--- src/design/fmpd_pkg.sv ---
`timescale 1ns / 1ps

package fmpd_pkg;

  // width of the cordic x/y datapath: 16-bit input, pre-rotation and cordic gain
  localparam int unsigned XY_W = 20;
  localparam int unsigned Z_W = 32;
  localparam int unsigned ATAN_LEN = 24;

  localparam int unsigned SUM_W = 29;
  localparam int unsigned FREQ_W = 16;

  // longest block the running sum is sized for
  localparam longint BlockMax = 64'd8192;
  localparam longint SumLim = 64'd268435456;
  localparam longint SumHiRaw = BlockMax * 64'd32768 - 64'd1;
  localparam longint SumLoRaw = -(BlockMax * 64'd32768);
  localparam logic signed [SUM_W:0] SUM_HI =
      (SUM_W + 1)'((SumHiRaw > SumLim - 64'd1) ? SumLim - 64'd1 : SumHiRaw);
  localparam logic signed [SUM_W:0] SUM_LO =
      (SUM_W + 1)'((SumLoRaw < -SumLim) ? -SumLim : SumLoRaw);

  localparam logic [Z_W-1:0] Z_PLUS_HALF_PI = 32'h4000_0000;
  localparam logic [Z_W-1:0] Z_MINUS_HALF_PI = 32'hC000_0000;
  localparam logic [Z_W-1:0] Z_ROUND = 32'h0000_8000;

  typedef struct packed {
    logic signed [XY_W-1:0] x;
    logic signed [XY_W-1:0] y;
    logic [Z_W-1:0]         z;
  } cord_t;

  typedef struct packed {
    logic zero;
    logic last;
    logic mute;
    logic measure;
  } side_t;

  // atan(2^-k) / pi * 2^31
  function automatic logic [Z_W-1:0] atan_entry(input int unsigned k);
    logic [Z_W-1:0] v;
    unique case (k)
      0: v = 32'd536870912;
      1: v = 32'd316933406;
      2: v = 32'd167458907;
      3: v = 32'd85004756;
      4: v = 32'd42667331;
      5: v = 32'd21354465;
      6: v = 32'd10680350;
      7: v = 32'd5340245;
      8: v = 32'd2670163;
      9: v = 32'd1335087;
      10: v = 32'd667544;
      11: v = 32'd333772;
      12: v = 32'd166886;
      13: v = 32'd83443;
      14: v = 32'd41722;
      15: v = 32'd20861;
      16: v = 32'd10430;
      17: v = 32'd5215;
      18: v = 32'd2608;
      19: v = 32'd1304;
      20: v = 32'd652;
      21: v = 32'd326;
      22: v = 32'd163;
      23: v = 32'd81;
      default: v = '0;
    endcase
    return v;
  endfunction

endpackage

--- src/design/fmpd_pre.sv ---
`timescale 1ns / 1ps

module fmpd_pre (
  input  logic                      clk_i,
  input  logic                      rst_ni,
  input  logic                      adv_i,
  input  logic                      valid_i,
  input  logic signed [15:0]        i_sample_i,
  input  logic signed [15:0]        q_sample_i,
  input  logic                      last_i,
  input  logic                      mute_i,
  input  logic                      measure_i,
  output logic                      valid_o,
  output fmpd_pkg::cord_t           cord_o,
  output fmpd_pkg::side_t           side_o
);

  logic            valid_q;
  fmpd_pkg::cord_t cord_d, cord_q;
  fmpd_pkg::side_t side_d, side_q;
  logic signed [fmpd_pkg::XY_W-1:0] xi, yi;

  assign xi = fmpd_pkg::XY_W'(i_sample_i);
  assign yi = fmpd_pkg::XY_W'(q_sample_i);

  // fold the left half plane onto the right one
  always_comb begin
    cord_d.x = xi;
    cord_d.y = yi;
    cord_d.z = '0;
    if (xi < 0) begin
      if (yi >= 0) begin
        cord_d.x = yi;
        cord_d.y = -xi;
        cord_d.z = fmpd_pkg::Z_PLUS_HALF_PI;
      end else begin
        cord_d.x = -yi;
        cord_d.y = xi;
        cord_d.z = fmpd_pkg::Z_MINUS_HALF_PI;
      end
    end
    side_d.zero    = (i_sample_i == '0) && (q_sample_i == '0);
    side_d.last    = last_i;
    side_d.mute    = mute_i;
    side_d.measure = measure_i;
  end

  always_ff @(posedge clk_i or negedge rst_ni) begin
    if (!rst_ni) begin
      valid_q <= 1'b0;
    end else if (adv_i) begin
      valid_q <= valid_i;
    end
  end

  always_ff @(posedge clk_i) begin
    if (adv_i) begin
      cord_q <= cord_d;
      side_q <= side_d;
    end
  end

  assign valid_o = valid_q;
  assign cord_o  = cord_q;
  assign side_o  = side_q;

endmodule

--- src/design/fmpd_cell.sv ---
`timescale 1ns / 1ps

module fmpd_cell #(
  parameter int unsigned K = 0
) (
  input  logic            clk_i,
  input  logic            rst_ni,
  input  logic            adv_i,
  input  logic            valid_i,
  input  fmpd_pkg::cord_t cord_i,
  input  fmpd_pkg::side_t side_i,
  output logic            valid_o,
  output fmpd_pkg::cord_t cord_o,
  output fmpd_pkg::side_t side_o
);

  logic            valid_q;
  fmpd_pkg::cord_t cord_d, cord_q;
  fmpd_pkg::side_t side_q;
  logic signed [fmpd_pkg::XY_W-1:0] dx, dy;
  logic [fmpd_pkg::Z_W-1:0] step;

  assign dx   = cord_i.y >>> K;
  assign dy   = cord_i.x >>> K;
  assign step = fmpd_pkg::atan_entry(K);

  // micro-rotation toward y = 0, y of zero counts as positive
  always_comb begin
    if (cord_i.y >= 0) begin
      cord_d.x = cord_i.x + dx;
      cord_d.y = cord_i.y - dy;
      cord_d.z = cord_i.z + step;
    end else begin
      cord_d.x = cord_i.x - dx;
      cord_d.y = cord_i.y + dy;
      cord_d.z = cord_i.z - step;
    end
  end

  always_ff @(posedge clk_i or negedge rst_ni) begin
    if (!rst_ni) begin
      valid_q <= 1'b0;
    end else if (adv_i) begin
      valid_q <= valid_i;
    end
  end

  always_ff @(posedge clk_i) begin
    if (adv_i) begin
      cord_q <= cord_d;
      side_q <= side_i;
    end
  end

  assign valid_o = valid_q;
  assign cord_o  = cord_q;
  assign side_o  = side_q;

endmodule

--- src/design/fmpd_diff.sv ---
`timescale 1ns / 1ps

module fmpd_diff (
  input  logic                                clk_i,
  input  logic                                rst_ni,
  input  logic                                adv_i,
  input  logic                                valid_i,
  input  fmpd_pkg::cord_t                     cord_i,
  input  fmpd_pkg::side_t                     side_i,
  output logic                                valid_o,
  output logic signed [fmpd_pkg::FREQ_W-1:0]  freq_o,
  output fmpd_pkg::side_t                     side_o
);

  logic                               valid_q;
  logic [fmpd_pkg::Z_W-1:0]           z_rnd;
  logic [fmpd_pkg::FREQ_W-1:0]        phase;
  logic [fmpd_pkg::FREQ_W-1:0]        last_phase_d, last_phase_q;
  logic signed [fmpd_pkg::FREQ_W-1:0] freq_d, freq_q;
  fmpd_pkg::side_t                    side_q;

  assign z_rnd = cord_i.z + fmpd_pkg::Z_ROUND;

  always_comb begin
    phase = side_i.zero ? '0 : z_rnd[fmpd_pkg::Z_W-1 -: fmpd_pkg::FREQ_W];
    if (side_i.mute) begin
      freq_d       = '0;
      last_phase_d = '0;
    end else begin
      // modulo 2^16 difference wraps into [-1, 1)
      freq_d       = phase - last_phase_q;
      last_phase_d = phase;
    end
  end

  always_ff @(posedge clk_i or negedge rst_ni) begin
    if (!rst_ni) begin
      valid_q      <= 1'b0;
      last_phase_q <= '0;
    end else if (adv_i) begin
      valid_q <= valid_i;
      if (valid_i) begin
        last_phase_q <= last_phase_d;
      end
    end
  end

  always_ff @(posedge clk_i) begin
    if (adv_i) begin
      freq_q <= freq_d;
      side_q <= side_i;
    end
  end

  assign valid_o = valid_q;
  assign freq_o  = freq_q;
  assign side_o  = side_q;

endmodule

--- src/design/fmpd_stats.sv ---
`timescale 1ns / 1ps

module fmpd_stats (
  input  logic                                clk_i,
  input  logic                                rst_ni,
  input  logic                                adv_i,
  input  logic                                valid_i,
  input  logic signed [fmpd_pkg::FREQ_W-1:0]  freq_i,
  input  fmpd_pkg::side_t                     side_i,
  output logic                                out_valid_o,
  output logic signed [fmpd_pkg::FREQ_W-1:0]  freq_sample_o,
  output logic signed [fmpd_pkg::SUM_W-1:0]   block_sum_o,
  output logic [fmpd_pkg::FREQ_W-2:0]         peak_positive_o,
  output logic signed [fmpd_pkg::FREQ_W-1:0]  peak_negative_o,
  output logic                                stats_valid_o
);

  logic                               valid_q;
  logic signed [fmpd_pkg::SUM_W-1:0]  sum_q, sum_upd, sum_d;
  logic signed [fmpd_pkg::FREQ_W-1:0] max_q, max_upd, max_d;
  logic signed [fmpd_pkg::FREQ_W-1:0] min_q, min_upd, min_d;
  logic signed [fmpd_pkg::SUM_W:0]    sum_wide;
  logic                               rep;

  logic signed [fmpd_pkg::FREQ_W-1:0] freq_q, pneg_q;
  logic signed [fmpd_pkg::SUM_W-1:0]  bsum_q;
  logic [fmpd_pkg::FREQ_W-2:0]        ppos_q;
  logic                               sv_q;

  assign sum_wide = (fmpd_pkg::SUM_W + 1)'(sum_q) + (fmpd_pkg::SUM_W + 1)'(freq_i);
  assign rep      = side_i.last && side_i.measure;

  always_comb begin
    sum_upd = sum_q;
    max_upd = max_q;
    min_upd = min_q;
    if (side_i.measure) begin
      priority if (sum_wide > fmpd_pkg::SUM_HI) begin
        sum_upd = fmpd_pkg::SUM_HI[fmpd_pkg::SUM_W-1:0];
      end else if (sum_wide < fmpd_pkg::SUM_LO) begin
        sum_upd = fmpd_pkg::SUM_LO[fmpd_pkg::SUM_W-1:0];
      end else begin
        sum_upd = sum_wide[fmpd_pkg::SUM_W-1:0];
      end
      priority if (freq_i > max_q) begin
        max_upd = freq_i;
      end else if (freq_i < min_q) begin
        min_upd = freq_i;
      end else begin
        max_upd = max_q;
      end
    end
    // end of block clears the statistics whether reported or not
    sum_d = side_i.last ? '0 : sum_upd;
    max_d = side_i.last ? '0 : max_upd;
    min_d = side_i.last ? '0 : min_upd;
  end

  always_ff @(posedge clk_i or negedge rst_ni) begin
    if (!rst_ni) begin
      valid_q <= 1'b0;
      sum_q   <= '0;
      max_q   <= '0;
      min_q   <= '0;
    end else if (adv_i) begin
      valid_q <= valid_i;
      if (valid_i) begin
        sum_q <= sum_d;
        max_q <= max_d;
        min_q <= min_d;
      end
    end
  end

  always_ff @(posedge clk_i) begin
    if (adv_i) begin
      freq_q <= freq_i;
      sv_q   <= rep;
      bsum_q <= rep ? sum_upd : '0;
      ppos_q <= rep ? max_upd[fmpd_pkg::FREQ_W-2:0] : '0;
      pneg_q <= rep ? min_upd : '0;
    end
  end

  assign out_valid_o     = valid_q;
  assign freq_sample_o   = freq_q;
  assign block_sum_o     = bsum_q;
  assign peak_positive_o = ppos_q;
  assign peak_negative_o = pneg_q;
  assign stats_valid_o   = sv_q;

endmodule

--- src/design/fm_phase_discriminator.sv ---
`timescale 1ns / 1ps
// registered stages from input transaction to result valid, in order:
// input fold stage, one cordic cell per micro-rotation, phase difference, statistics
// throughput: one transaction per cycle; the whole cell chain advances together and
// holds only while a finished result waits at the output register
// reset: asynchronous, active low; clears stage valid bits, phase memory and statistics
module fm_phase_discriminator #(
  parameter int unsigned ANGLE_STAGES = 16
) (
  input  logic               clk_i,
  input  logic               rst_ni,
  input  logic               in_valid_i,
  output logic               in_ready_o,
  input  logic signed [15:0] i_sample_i,
  input  logic signed [15:0] q_sample_i,
  input  logic               last_in_block_i,
  input  logic               mute_i,
  input  logic               measure_i,
  output logic               out_valid_o,
  input  logic               out_ready_i,
  output logic signed [15:0] freq_sample_o,
  output logic signed [28:0] block_sum_o,
  output logic [14:0]        peak_positive_o,
  output logic signed [15:0] peak_negative_o,
  output logic               stats_valid_o
);

  logic                               adv;
  logic                               valid_s [ANGLE_STAGES+1];
  fmpd_pkg::cord_t                    cord_s  [ANGLE_STAGES+1];
  fmpd_pkg::side_t                    side_s  [ANGLE_STAGES+1];
  logic                               dvalid;
  logic signed [fmpd_pkg::FREQ_W-1:0] dfreq;
  fmpd_pkg::side_t                    dside;

  assign adv        = !out_valid_o || out_ready_i;
  assign in_ready_o = adv;

  fmpd_pre u_pre (
    .clk_i      (clk_i),
    .rst_ni     (rst_ni),
    .adv_i      (adv),
    .valid_i    (in_valid_i),
    .i_sample_i (i_sample_i),
    .q_sample_i (q_sample_i),
    .last_i     (last_in_block_i),
    .mute_i     (mute_i),
    .measure_i  (measure_i),
    .valid_o    (valid_s[0]),
    .cord_o     (cord_s[0]),
    .side_o     (side_s[0])
  );

  for (genvar k = 0; k < ANGLE_STAGES; k++) begin : g_cell
    fmpd_cell #(
      .K (k)
    ) u_cell (
      .clk_i   (clk_i),
      .rst_ni  (rst_ni),
      .adv_i   (adv),
      .valid_i (valid_s[k]),
      .cord_i  (cord_s[k]),
      .side_i  (side_s[k]),
      .valid_o (valid_s[k+1]),
      .cord_o  (cord_s[k+1]),
      .side_o  (side_s[k+1])
    );
  end

  fmpd_diff u_diff (
    .clk_i   (clk_i),
    .rst_ni  (rst_ni),
    .adv_i   (adv),
    .valid_i (valid_s[ANGLE_STAGES]),
    .cord_i  (cord_s[ANGLE_STAGES]),
    .side_i  (side_s[ANGLE_STAGES]),
    .valid_o (dvalid),
    .freq_o  (dfreq),
    .side_o  (dside)
  );

  fmpd_stats u_stats (
    .clk_i           (clk_i),
    .rst_ni          (rst_ni),
    .adv_i           (adv),
    .valid_i         (dvalid),
    .freq_i          (dfreq),
    .side_i          (dside),
    .out_valid_o     (out_valid_o),
    .freq_sample_o   (freq_sample_o),
    .block_sum_o     (block_sum_o),
    .peak_positive_o (peak_positive_o),
    .peak_negative_o (peak_negative_o),
    .stats_valid_o   (stats_valid_o)
  );

endmodule

--- config.mk ---
export PLATFORM = sky130hd
export DESIGN_NAME = fm_phase_discriminator
export DESIGN_NICKNAME = d
export VERILOG_FILES = /design/src/design/fmpd_pkg.sv /design/src/design/fmpd_pre.sv /design/src/design/fmpd_cell.sv /design/src/design/fmpd_diff.sv /design/src/design/fmpd_stats.sv /design/src/design/fm_phase_discriminator.sv
export SDC_FILE = /design/constraint.sdc
export NUM_CORES = 2
export LEC_CHECK = 0
export BUFFER_PORTS_ARGS = -buffer_cell sky130_fd_sc_hd__buf_4
export CORE_ASPECT_RATIO = 1.4
export CORE_MARGIN = 5
export CORE_UTILIZATION = 45
export CTS_CLUSTER_SIZE = 25
export DETAILED_ROUTE_END_ITERATION = 12
export PLACE_DENSITY_LB_ADDON = 0.15
export SETUP_SLACK_MARGIN = 0.3
export SLEW_MARGIN = 20
export SYNTH_ARGS = -nofsm -noshare
export SYNTH_HDL_FRONTEND = slang
export SYNTH_HIERARCHICAL = 1
export SYNTH_SLANG_ARGS = --single-unit
--- constraint.sdc ---
create_clock -name clk_i -period 120.5 [get_ports clk_i]
set_input_delay 24.1 -clock clk_i [delete_from_list [all_inputs] [get_ports clk_i]]
set_output_delay 24.1 -clock clk_i [all_outputs]
set_load 0.01 [all_outputs]
==> results.yml <==
worst_setup_path:
  start_kind: "input pin"
  cp_slowest_cell: "nand2b_4"
  timing.rr.end: "u_pre/cord_o[70]$_SDFFCE_PN0P_"
  cpLargestDelayFamily: "buffers and inverters"
  path_class: "in2out"
  crit_arrival_ns: 24.90
  crit_path_end_kind: "output port"
  reg2regPathDepth: 6
  r2r_setup_slack_ns: 115.10
  cp_cell_sequence: "buf_4 -> nand2b_4 -> buf_4"
  crit_buf_inv: 2
  max_stage_delay_ns: 0.39
  required_ns: 96.40
  critical_path.max_fanout: 35
  cp_common_cell: "buf_4"
  r2r_start: "u_stats/out_valid_o$_DFFE_PN0P_"
timing:
  rsz0062_at_grt: "false"
  hold_viol: 0
  tightest_slew_ns: 1.05
  min_period_ns: 49.00
  slew_violations: 0
  final.period_utilization_pct: 40.7
  fmaxAchievable_mhz: 20.4
  clock_skew_ns: 0.0735
  setup_viol: 0
  worst_slack_ns: 71.50
  whs_ns: 0.384
  relSlewSlack_pct: 29.3
  tns_ns: 0
floorplanning:
  coreArea_um2: 238000
  initial_core_util_pct: 45.2
  dieArea_um2: 249000
  placementRows: 212
  die_h_um: 588
  io_pins: 118
  fp.dieW_um: 423
worst_hold_path:
  min_path_cells: 0
  holdPathEnd: "g_cell[2].u_cell/side_o[0]$_DFFE_PP_"
  holdCritStartpoint: "g_cell[1].u_cell/side_o[0]$_DFFE_PP_"
  holdCritPathClass: "reg2reg"
routing:
  drt-total-wl_um: 268000
  routed-via-count: 83212
  dr.pass1.iters: 6
  wl_per_cell_um: 18.7
  initialDrtViolationCount: 4285
  antenna_left: 0
  post-route-drc-count: 0
  viasPerCell: 5.80
grt:
  grt_pass1_vias: 83087
  overflow: 0
  grt_pass1_wl_um: 428000
  grt_max_degree: 160
  grt_usage_pct: 20.6
  antenna_found_initial: 2
clock_tree:
  cts_tree: "done"
  numClockSinks: 1343
  cts_buffers: 163
  htreeDepth: 4
  cts-root-buf: "clkbuf_16"
  ctsHoldBuffers: 0
  clockBufferDepth: 4
  clk_pin_slew_ns: 0.06
  clk_latency_ns: 0.85
  cts_resized: 0
  cts_setup_buffers: 0
placed_design:
  place_ws_ns: 71.48
  dpl.hpwl_um: 206000
  gp_congestion: 0.922
  io_buffer_count: 117
synth:
  synth_warnings: 6
  syn_area_um2: 107000
  syn_inst: 11204
  syn_avg_cell_area_um2: 9.59
layout:
  fin_nets: 12143
  syn2layout_area_growth_pct: 7.65
  n_fill_cell: 22150
  layout-drive-gt1-share_pct: 6.24
flow_run:
  maxCapViolations: 0
outcome:
  status: "finished clean"
==> worst register-to-register path, cell delays in order (launching register included) <==
cell and delay (ns):
dfrtp_1 0.43, nand2b_4 0.45, buf_4 0.75, buf_12 0.56
buf_4 1.08, buf_4 0.76, buf_4 0.89
==> worst max-delay path by stage <==
stage	from	to	cells after the start
3_5_place_dp	out_ready_i	in_ready_o	3
3_3_place_gp	out_ready_i	in_ready_o	3
2_1_floorplan	out_ready_i	in_ready_o	1
4_1_cts	out_ready_i	in_ready_o	3
5_1_grt	out_ready_i	in_ready_o	3
6_report	out_ready_i	in_ready_o	3
==> cells in the final DEF (no fill, tap or decap), types with 132 or more instances in the layout <==
cell type and instances:
a21o_1 364, a21oi_1 974, a31oi_1 136, buf_4 164
clkbuf_16 166, edfxtp_1 1247, ha_1 936, inv_1 441
nand2_1 745, nand2b_1 166, nand3_1 280, nor2_1 760
nor3_1 241, o21ai_0 588, o31ai_1 132, xnor2_1 814
xor2_1 481
==> cell type report <==
class | instances | area [um^2] | area share, %
tap | 3103 | 3880 | 3.36
antenna | 1 | 2.50 | 0.00216
clock buffer | 187 | 4250 | 3.68
sequential | 1343 | 39800 | 34.4
clock inverter | 95 | 779 | 0.674
multi-input combinational | 8997 | 63900 | 55.2
inverter | 455 | 1710 | 1.48
timing repair buffer | 170 | 1330 | 1.15
==> through the flow <==
step	util [%]	area [um^2]	cells
5_1_grt	48.6	116000	14351
3_3_place_gp	46.5	111000	14068
6_report	48.6	116000	14351
2_1_floorplan	-	108000	11302
3_5_place_dp	46.5	111000	14068
4_1_cts	48.6	116000	14350
==> layer usage <==
metal	global-route usage [%]	wire length, um
met5	0	0
met3	2.16	7730
met1	20.8	98400
met4	10.3	14600
met2	41.5	147000
==> sequential cells by signal, indices dropped and copies added (netlist names), 4 cells and up <==
register,flops
g_cell.u_cell/cord_o,1043
g_cell.u_cell/side_o,64
u_pre/cord_o,41
u_stats/block_sum_o,29
u_stats/sum_q,29
g_cell.u_cell/valid_o,16
u_diff/freq_o,16
u_diff/last_phase_q,16
u_stats/freq_sample_o,16
u_stats/max_q,16
u_stats/min_q,16
u_stats/peak_negative_o,16
u_stats/peak_positive_o,15
u_pre/side_o,4
Power is left out: the tool's default activity adds up to more than one toggle a clock period on the data nets, which glitch-free logic cannot reach.
